--- config.mk ---
export PLATFORM = sky130hd
export DESIGN_NAME = scan_disk_scheduler_top
export DESIGN_NICKNAME = d
export VERILOG_FILES = /design/src/sds_pkg.sv /design/src/scan_disk_scheduler_top.sv
export SDC_FILE = /design/constraint.sdc
export NUM_CORES = 1
export LEC_CHECK = 0
export ABC_CLOCK_PERIOD_IN_PS = 16600
export BUFFER_PORTS_ARGS = -buffer_cell sky130_fd_sc_hd__buf_2
export CORE_MARGIN = 1.5
export CORE_UTILIZATION = 50
export DETAILED_ROUTE_END_ITERATION = 10
export PLACE_DENSITY = 0.66
export SYNTH_ARGS = -nofsm -noshare
export SYNTH_HDL_FRONTEND = slang
export SYNTH_SLANG_ARGS = --single-unit
--- constraint.sdc ---
create_clock -name clk -period 16.6 [get_ports clk]
set_input_delay 0 -clock clk [delete_from_list [all_inputs] [get_ports clk]]
set_output_delay 0 -clock clk [all_outputs]
set_load 0.01 [all_outputs]
--- src/sds_pkg.sv ---
// ----------------------------------------------------------------------------
// SCAN disk scheduler package
// Shared widths, reset values, register indexes and state types.
// ----------------------------------------------------------------------------
`default_nettype none

package sds_pkg;

  // Field widths
  localparam int POS_W  = 16;
  localparam int DISK_W = 17;
  localparam int SEEK_W = 17;
  localparam int CFG_IDX_W = 2;

  // Default capacity of the request store
  localparam int MAX_REQ_DEF = 32;

  // Register reset values
  localparam logic [DISK_W-1:0] DISK_SIZE_RST  = 17'h10000;
  localparam logic [POS_W-1:0]  START_HEAD_RST = 16'h0000;
  localparam logic              SWEEP_UP_RST   = 1'b1;

  // Configuration register indexes
  localparam logic [CFG_IDX_W-1:0] CFG_DISK_SIZE  = 2'd0;
  localparam logic [CFG_IDX_W-1:0] CFG_START_HEAD = 2'd1;
  localparam logic [CFG_IDX_W-1:0] CFG_SWEEP_UP   = 2'd2;

  // Sequencer states
  typedef enum logic [1:0] {
    ST_LOAD,
    ST_SCAN,
    ST_STEP,
    ST_OUT
  } sds_state_t;

  // Schedule phase: counting pass, first leg, leg after the turnaround
  typedef enum logic [1:0] {
    PH_CNT,
    PH_A,
    PH_B
  } sds_phase_t;

endpackage

`default_nettype wire

--- src/scan_disk_scheduler_top.sv ---
// ----------------------------------------------------------------------------
// SCAN disk scheduler
// Collects a batch of cylinder requests and plays it back in elevator order.
// ----------------------------------------------------------------------------
// Usage:
// Requests arrive on the in_ channel, one word per accepted cycle while the
// block is loading. Up to MAX_REQUESTS are kept; extra ones are discarded and
// out_dropped is set on every result of that batch. The word with
// in_batch_end set closes the batch and starts the schedule; in_stall then
// stays high until the last result has been taken.
// Results leave on the out_ channel: the start head first, then each request
// on the leading side, the disk edge (out_at_edge), then the other side.
// out_run_end marks the last result, which carries the total seek.
// Sequencing: a counting pass over the store comes before the start head is
// shown. Every request result needs a full pass over the store through its
// single read port plus a step state; the edge result is made in the step
// state alone. A stalled result simply holds in the output register and
// the sequencer waits.
// Reset (synchronous, rst_n low) empties the batch and loads the register
// defaults; the request memory itself is not cleared.
// ----------------------------------------------------------------------------
`default_nettype none

module scan_disk_scheduler_top #(
  parameter int MAX_REQUESTS = sds_pkg::MAX_REQ_DEF
) (
  input  wire                          clk,
  input  wire                          rst_n,
  // Configuration write port
  input  wire                          cfg_wr_en,
  input  wire  [sds_pkg::CFG_IDX_W-1:0] cfg_index,
  input  wire  [sds_pkg::DISK_W-1:0]   cfg_wr_data,
  // Request channel
  input  wire                          in_valid,
  output logic                         in_stall,
  input  wire  [sds_pkg::POS_W-1:0]    in_cylinder,
  input  wire                          in_batch_end,
  // Result channel
  output logic                         out_valid,
  input  wire                          out_stall,
  output logic [sds_pkg::POS_W-1:0]    out_position,
  output logic                         out_at_edge,
  output logic [sds_pkg::SEEK_W-1:0]   out_total_seek,
  output logic                         out_dropped,
  output logic                         out_run_end
);

  import sds_pkg::*;

  localparam int IW = $clog2(MAX_REQUESTS + 1);
  localparam int AW = (MAX_REQUESTS > 1) ? $clog2(MAX_REQUESTS) : 1;
  localparam int KW = POS_W + IW;
  localparam logic [IW-1:0] MAX_CNT = IW'(MAX_REQUESTS);

  // Configuration registers
  logic [DISK_W-1:0] disk_size_r;
  logic [POS_W-1:0]  start_head_r;
  logic              sweep_up_r;

  // Control state
  sds_state_t state_r, state_nxt;
  sds_phase_t phase_r, phase_nxt;
  logic [IW-1:0] count_r, count_nxt;
  logic          ovf_r, ovf_nxt;
  logic [IW-1:0] addr_r, addr_nxt;
  logic          rd_vld_r;
  logic          found_r, found_nxt;
  logic          out_valid_r, out_valid_nxt;

  // Datapath registers
  logic [IW-1:0]    rd_idx_r;
  logic [POS_W-1:0] rd_data_r;
  logic [KW-1:0]    best_r, best_nxt;
  logic [KW-1:0]    cur_r, cur_nxt;
  logic [IW-1:0]    split_r, split_nxt;
  logic [IW-1:0]    rem_r, rem_nxt;
  logic             dir_r, dir_nxt;
  logic [POS_W-1:0] top_r, top_nxt;
  logic [POS_W-1:0] head0_r, head0_nxt;
  logic [POS_W-1:0] head_r, head_nxt;
  logic [SEEK_W-1:0] seek_r, seek_nxt;
  logic [POS_W-1:0] out_pos_r, out_pos_nxt;
  logic             out_edge_r, out_edge_nxt;
  logic [SEEK_W-1:0] out_seek_r, out_seek_nxt;
  logic             out_run_end_r, out_run_end_nxt;

  // Request memory
  logic [POS_W-1:0] mem [MAX_REQUESTS];

  // Handshake and helper signals
  logic             in_acc;
  logic             out_acc;
  logic             mem_we;
  logic             rd_en;
  logic             scan_done;
  logic [POS_W-1:0] top_calc;
  logic [POS_W-1:0] sat_v;
  logic [KW-1:0]    key_c;
  logic             in_leg;
  logic             better;
  logic [KW-1:0]    bound_key;
  logic [IW-1:0]    leg_a_cnt;
  logic [POS_W-1:0] target;
  logic [POS_W-1:0] sub_a;
  logic [POS_W-1:0] sub_b;
  logic [POS_W-1:0] delta;
  logic [SEEK_W-1:0] seek_sum;

  assign in_stall  = (state_r != ST_LOAD);
  assign in_acc    = in_valid && !in_stall;
  assign out_acc   = out_valid_r && !out_stall;
  assign mem_we    = in_acc && (count_r < MAX_CNT);
  assign rd_en     = (state_r == ST_SCAN) && (addr_r < count_r);
  assign scan_done = (addr_r == count_r) && !rd_vld_r;

  // Highest cylinder from the disk size; zero acts as one, anything past the
  // 16-bit range acts as the full range.
  always_comb begin
    if (disk_size_r == '0) begin
      top_calc = '0;
    end else if (disk_size_r[DISK_W-1]) begin
      top_calc = '1;
    end else begin
      top_calc = disk_size_r[POS_W-1:0] - POS_W'(1);
    end
  end

  // Compare unit: a stored request, saturated to the disk, ordered by value
  // and then by store index so that equal cylinders stay distinct.
  assign sat_v     = (rd_data_r > top_r) ? top_r : rd_data_r;
  assign key_c     = {sat_v, rd_idx_r};
  assign bound_key = {head0_r, {IW{1'b1}}};
  assign in_leg    = dir_r ? (key_c > cur_r) : (key_c < cur_r);
  assign better    = !found_r || (dir_r ? (key_c < best_r) : (key_c > best_r));
  assign leg_a_cnt = dir_r ? (count_r - split_r) : split_r;

  // Seek unit: distance from the current head to the next target
  always_comb begin
    if (state_r == ST_SCAN) begin
      target = best_r[KW-1:IW];
    end else begin
      target = dir_r ? top_r : '0;
    end
    sub_a    = dir_r ? target : head_r;
    sub_b    = dir_r ? head_r : target;
    delta    = sub_a - sub_b;
    seek_sum = seek_r + SEEK_W'(delta);
  end

  // Sequencer: next state and datapath updates
  always_comb begin
    state_nxt       = state_r;
    phase_nxt       = phase_r;
    count_nxt       = count_r;
    ovf_nxt         = ovf_r;
    addr_nxt        = addr_r;
    found_nxt       = found_r;
    out_valid_nxt   = out_valid_r;
    best_nxt        = best_r;
    cur_nxt         = cur_r;
    split_nxt       = split_r;
    rem_nxt         = rem_r;
    dir_nxt         = dir_r;
    top_nxt         = top_r;
    head0_nxt       = head0_r;
    head_nxt        = head_r;
    seek_nxt        = seek_r;
    out_pos_nxt     = out_pos_r;
    out_edge_nxt    = out_edge_r;
    out_seek_nxt    = out_seek_r;
    out_run_end_nxt = out_run_end_r;

    unique case (state_r)
      ST_LOAD: begin
        if (in_acc) begin
          if (mem_we) begin
            count_nxt = count_r + IW'(1);
          end else begin
            ovf_nxt = 1'b1;
          end
          if (in_batch_end) begin
            top_nxt   = top_calc;
            head0_nxt = (start_head_r > top_calc) ? top_calc : start_head_r;
            dir_nxt   = sweep_up_r;
            phase_nxt = PH_CNT;
            addr_nxt  = '0;
            split_nxt = '0;
            state_nxt = ST_SCAN;
          end
        end
      end

      ST_SCAN: begin
        if (rd_en) begin
          addr_nxt = addr_r + IW'(1);
        end
        if (rd_vld_r) begin
          if (phase_r == PH_CNT) begin
            split_nxt = split_r + IW'(sat_v <= head0_r);
          end else if (in_leg && better) begin
            found_nxt = 1'b1;
            best_nxt  = key_c;
          end
        end
        if (scan_done) begin
          out_valid_nxt = 1'b1;
          out_edge_nxt  = 1'b0;
          state_nxt     = ST_OUT;
          if (phase_r == PH_CNT) begin
            // Start head leads the schedule
            rem_nxt         = leg_a_cnt;
            out_pos_nxt     = head0_r;
            out_seek_nxt    = '0;
            out_run_end_nxt = 1'b0;
            head_nxt        = head0_r;
            seek_nxt        = '0;
            cur_nxt         = bound_key;
            phase_nxt       = PH_A;
          end else begin
            // Nearest request in the travel direction
            rem_nxt         = rem_r - IW'(1);
            out_pos_nxt     = target;
            out_seek_nxt    = seek_sum;
            out_run_end_nxt = (phase_r == PH_B) && (rem_r == IW'(1));
            head_nxt        = target;
            seek_nxt        = seek_sum;
            cur_nxt         = best_r;
          end
        end
      end

      ST_STEP: begin
        if (rem_r != '0) begin
          addr_nxt  = '0;
          found_nxt = 1'b0;
          state_nxt = ST_SCAN;
        end else begin
          // Leading side done: run on to the edge and turn around
          out_valid_nxt   = 1'b1;
          out_pos_nxt     = target;
          out_edge_nxt    = 1'b1;
          out_seek_nxt    = seek_sum;
          out_run_end_nxt = (count_r == leg_a_cnt);
          head_nxt        = target;
          seek_nxt        = seek_sum;
          rem_nxt         = count_r - leg_a_cnt;
          dir_nxt         = !dir_r;
          cur_nxt         = bound_key;
          phase_nxt       = PH_B;
          state_nxt       = ST_OUT;
        end
      end

      ST_OUT: begin
        if (out_acc) begin
          out_valid_nxt = 1'b0;
          if (out_run_end_r) begin
            count_nxt = '0;
            ovf_nxt   = 1'b0;
            state_nxt = ST_LOAD;
          end else begin
            state_nxt = ST_STEP;
          end
        end
      end

      default: begin
        state_nxt = ST_LOAD;
      end
    endcase
  end

  // Control registers and configuration
  always_ff @(posedge clk) begin
    if (!rst_n) begin
      state_r      <= ST_LOAD;
      phase_r      <= PH_CNT;
      count_r      <= '0;
      ovf_r        <= 1'b0;
      addr_r       <= '0;
      rd_vld_r     <= 1'b0;
      found_r      <= 1'b0;
      out_valid_r  <= 1'b0;
      disk_size_r  <= DISK_SIZE_RST;
      start_head_r <= START_HEAD_RST;
      sweep_up_r   <= SWEEP_UP_RST;
    end else begin
      state_r     <= state_nxt;
      phase_r     <= phase_nxt;
      count_r     <= count_nxt;
      ovf_r       <= ovf_nxt;
      addr_r      <= addr_nxt;
      rd_vld_r    <= rd_en;
      found_r     <= found_nxt;
      out_valid_r <= out_valid_nxt;
      if (cfg_wr_en) begin
        unique case (cfg_index)
          CFG_DISK_SIZE:  disk_size_r  <= cfg_wr_data;
          CFG_START_HEAD: start_head_r <= cfg_wr_data[POS_W-1:0];
          CFG_SWEEP_UP:   sweep_up_r   <= cfg_wr_data[0];
          default: begin
          end
        endcase
      end
    end
  end

  // Datapath registers
  always_ff @(posedge clk) begin
    rd_idx_r      <= addr_r;
    best_r        <= best_nxt;
    cur_r         <= cur_nxt;
    split_r       <= split_nxt;
    rem_r         <= rem_nxt;
    dir_r         <= dir_nxt;
    top_r         <= top_nxt;
    head0_r       <= head0_nxt;
    head_r        <= head_nxt;
    seek_r        <= seek_nxt;
    out_pos_r     <= out_pos_nxt;
    out_edge_r    <= out_edge_nxt;
    out_seek_r    <= out_seek_nxt;
    out_run_end_r <= out_run_end_nxt;
  end

  // Request memory: write on load, registered read during a pass
  always_ff @(posedge clk) begin
    if (mem_we) begin
      mem[count_r[AW-1:0]] <= in_cylinder;
    end
  end

  always_ff @(posedge clk) begin
    if (rd_en) begin
      rd_data_r <= mem[addr_r[AW-1:0]];
    end
  end

  assign out_valid      = out_valid_r;
  assign out_position   = out_pos_r;
  assign out_at_edge    = out_edge_r;
  assign out_total_seek = out_seek_r;
  assign out_dropped    = ovf_r;
  assign out_run_end    = out_run_end_r;

  // A new request word is never taken while a result is waiting.
  a_no_load_while_out: assert property (@(posedge clk) disable iff (!rst_n)
    !in_stall |-> !out_valid_r)
    else $error("request taken while a result is pending");

  // The fill count never passes the store capacity.
  a_count_bound: assert property (@(posedge clk) disable iff (!rst_n)
    count_r <= MAX_CNT)
    else $error("request count beyond capacity");

  // A pass started for a remaining request must find one.
  a_scan_hit: assert property (@(posedge clk) disable iff (!rst_n)
    (state_r == ST_SCAN && scan_done && phase_r != PH_CNT) |-> found_r)
    else $error("pass over the store found no request");

  // After the turnaround the remaining count covers every result left.
  a_step_rem: assert property (@(posedge clk) disable iff (!rst_n)
    (state_r == ST_STEP) |-> (rem_r != '0 || phase_r == PH_A))
    else $error("step with nothing left after the turnaround");

  // Taking the final result empties the batch and reopens the request side.
  a_run_end_clear: assert property (@(posedge clk) disable iff (!rst_n)
    (out_acc && out_run_end_r) |=> (state_r == ST_LOAD && count_r == '0 && !ovf_r))
    else $error("batch not cleared after the final result");

endmodule

`default_nettype wire
==> run_results.csv <==
group,metric,value,unit
synth,yosys_warnings,0,
setup_path,worstSetupPathType,"reg2reg",
sta,drv_slew,0,
detailed_routing,finalWirelength,76.92,mm
setup_path,crit_buf_inv,0,
sta,tightest_slew,1.453,ns
synth,synth_cells,2136,
sta,slew_headroom,2.789,%
setup_path,cp_max_fo,22,
synth,synth_ff_type,"edfxtp_1",
power,p_per_area,116.4,nW/um^2
cts,post_cts_buffers,0,
synth,async_flop_share,0,%
finish,area.growth.synth_to_final,13.45,%
floorplan,core,64230,sq um
synth,synthDistinctLibCells,70,
finish,multi_input_comb_area,10850,sq um
hold_path,min_path_type,"in2reg",
power,vdd_drop_max,96.65,uV
setup_path,setup.worst_path.end_class,"flop",
global_routing,grtUsageTotal,23.33,%
setup_path,slowest_delay,0.93,ns
placed_design,place.gp.congestion,0.9395,
setup_path,critPathSlowestCell,"nand2b_1",
global_routing,grt_pass1_wl,115.4,mm
cts,clock_path_buffers,3,
power,p_leak,13.01,nW
setup_path,crit_required,16.93,ns
finish,fillers,5084,
sta,hold_violations,0,
placed_design,portBuffers,78,
sta,finalWorstPathRequiredPeriod,5.644,ns
detailed_routing,vias,18760,
synth,synthesis.area,32400,sq um
sta,setup_viol,0,
detailed_routing,drt-initial-drc-count,1633,
floorplan,io_pins,79,
placed_design,placed_cells,3028,
setup_path,critical_path.top_delay_family,"compound AO/OA/AOI/OAI gates",
setup_path,path_cells,"nand2b_1 > nand2_1 > a31oi_1 > ha_1 > nor2b_1 > o31ai_1 > a21oi_1 > a311oi_1 > xnor2_1 > ha_1 > nand3_1 > o211a_1 > a2111oi_0 > o41ai_1 > xor2_1 > nor2_1",
status,status,"finished, final reports clean",
finish,finalNonFillerCells,3207,
floorplan,die-area,66340,sq um
synth,synth_edf_count,652,
job,maxCapViolations,0,
floorplan,die_h,257.6,microns
sta,setup_tns,0,ns
synth,avgSynthCellArea,15.17,sq um
detailed_routing,antenna_left,0,
global_routing,grt_max_degree,72,
floorplan,start_util,50.45,%
cts,hold_buffers,43,
global_routing,grt_overflow,0,
sta,fmaxAchievable,177.2,MHz
sta,period_share,34.00,%
cts,clkTransAtPathRegs,0.06,ns
cts,cts_buffers,76,
setup_path,crit_top_cell,"ha_1",
floorplan,die_width,257.6,microns
finish,num-nets-final,2487,
detailed_routing,vias_per_cell,5.850,
global_routing,grt_pass1_vias,19100,
detailed_routing,drc,0,
finish,drive_above_1_share,19.44,%
cts,cts_root_buf,"clkbuf_16",
placed_design,dp_hpwl,49.07,mm
setup_path,crit_path_start_kind,"flop",
detailed_routing,routedWlPerCell,23.99,microns
synth,synth_nets,2329,
synth,yosysSeqAreaShare,64.13,%
sta,rsz0062_at_grt,"no",
setup_path,arrival,5.97,ns
finish,seqCellArea,20790,sq um
cts,htree_levels,3,
sta,fin_skew,0.02161,ns
detailed_routing,dr.pass1.iters,7,
cts,cts_tree,"yes",
cts,worstSkewPairLatency,0.63,ns
cts,cts_resized,0,
cts,cts_sinks,712,
global_routing,grt_antenna_before_repair,8,
power,total_power,0.004278,W
finish,post-route-util,57.23,%
synth,synth_seq_cells,712,
sta,fin_hold_ws,0.03413,ns
floorplan,std_cell_rows,93,
final cells by class:
cell class	count	share of cell area (%)
clock inverters	32	0.6977
well taps	855	2.910
diodes	1	0.006807
clock buffers	103	5.793
flip-flops and latches	712	56.55
inverters	136	1.389
repair buffers	166	3.152
multi-input cells	1202	29.50
routing by layer:
metal,up-vias,wire (microns),track usage [%]
met3,154,4209,3.691
li1,8547,-,-
met2,566,39330,40.62
met5,-,45,0
met1,9485,30880,29.96
met4,8,2463,7.684
synth_stat cells, types with 7 or more instances:
library cell	number	share of area [%]
edfxtp_1	652	60
nand2_1	172	2.0
mux4_2	160	11
ha_1	148	5.7
nor2_1	136	1.6
inv_1	133	1.5
a21oi_1	84	1.3
clkbuf_1	68	0.79
o21ai_0	67	1.0
dfxtp_1	60	3.7
a21o_1	43	1.0
xnor2_1	43	1.2
a21boi_0	40	0.93
mux2_2	39	1.4
nand4_1	25	0.48
nand3_1	23	0.36
a31oi_1	21	0.41
nor3_1	21	0.32
nor2b_1	18	0.35
buf_1	16	0.19
a221oi_1	14	0.38
xor2_1	14	0.38
mux2i_1	10	0.31
nand2b_1	10	0.19
o21a_1	10	0.23
a211oi_1	7	0.16
and2_1	7	0.14
kinds of logic after synthesis:
family | share of synthesized area, %
compound gates | 6.614
xor+xnor | 1.541
fa+ha+maj | 5.962
buf+inv | 2.599
flops | 64.13
mux | 12.78
simple gates | 6.375
through the flow:
step                      worst slack [ns]  instance area, sq um
final                                10.96                 36760
after global routing                 10.52                 36760
after CTS                            11.03                 36760
after detailed placement             11.04                 33940
after global placement               11.35                 33940
after floorplan                      11.05                 32400
placed cells by master, fill, tap and decap left out, types with 5 or more instances in the layout:
cell and n:
a211oi_1 7, dlygate4sd3_1 43, clkinv_1 15, mux4_2 160, a221oi_1 14, nor4_1 6, or3_1 5, and2_1 7
nor2_1 122, edfxtp_1 652, clkinv_2 11, and3_1 5, o21a_1 10, dfxtp_1 56, o21ai_0 67, clkbuf_16 81
xor2_1 14, a21o_1 43, a31oi_1 21, inv_1 133, nand2_1 172, buf_2 78, a21boi_0 40, nand3_1 23
mux2i_1 10, a21oi_1 82, nor3_1 21, nand4_1 25, mux2_2 39, nor2b_1 17, clkbuf_1 20, ha_1 148
nor2_2 13, buf_4 45, xnor2_1 43, nand2b_1 10
worst reg2reg max path: stages, from the launching register on:
cell and delay, ns:
dfxtp_1 0.56, nand2b_1 0.93, nand2_1 0.15, a31oi_1 0.40
ha_1 0.30, nor2b_1 0.15, o31ai_1 0.37, a21oi_1 0.19
a311oi_1 0.35, xnor2_1 0.11, ha_1 0.39, nand3_1 0.09
o211a_1 0.25, a2111oi_0 0.72, o41ai_1 0.17, xor2_1 0.18
nor2_1 0.05
power breakdown:
group | total, W | internal, W | switching [W]
combinational | 0.000609 | 0.000253 | 0.000355
sequential | 0.00205 | 0.00202 | 0.0000315
clock | 0.00162 | 0.000922 | 0.000700
path summary, 6_finish.rpt:
kind                    from                 end  slack, ns  cells past startpoint
hold reg to reg    addr_r[5]         rd_idx_r[5]       0.41                      0
hold / removal         rst_n      disk_size_r[7]       0.03                      2
setup / recovery  state_r[1]  out_total_seek[15]      10.96                     16
setup reg to reg  state_r[1]  out_total_seek[15]      10.96                     16
state kept, by name, indices dropped and copies added (netlist names), 2 cells and up:
register	count
addr_r	6
state_r	2
phase_r	2
out_total_seek	17
best_r	22
cur_r	22
rd_idx_r	6
out_position	16
split_r	6
start_head_r	16
rem_r	6
count_r	6
rd_data_r	16
disk_size_r	17
head0_r	16
top_r	16
mem	512
Note: power is estimated with default switching activity, not from simulation.
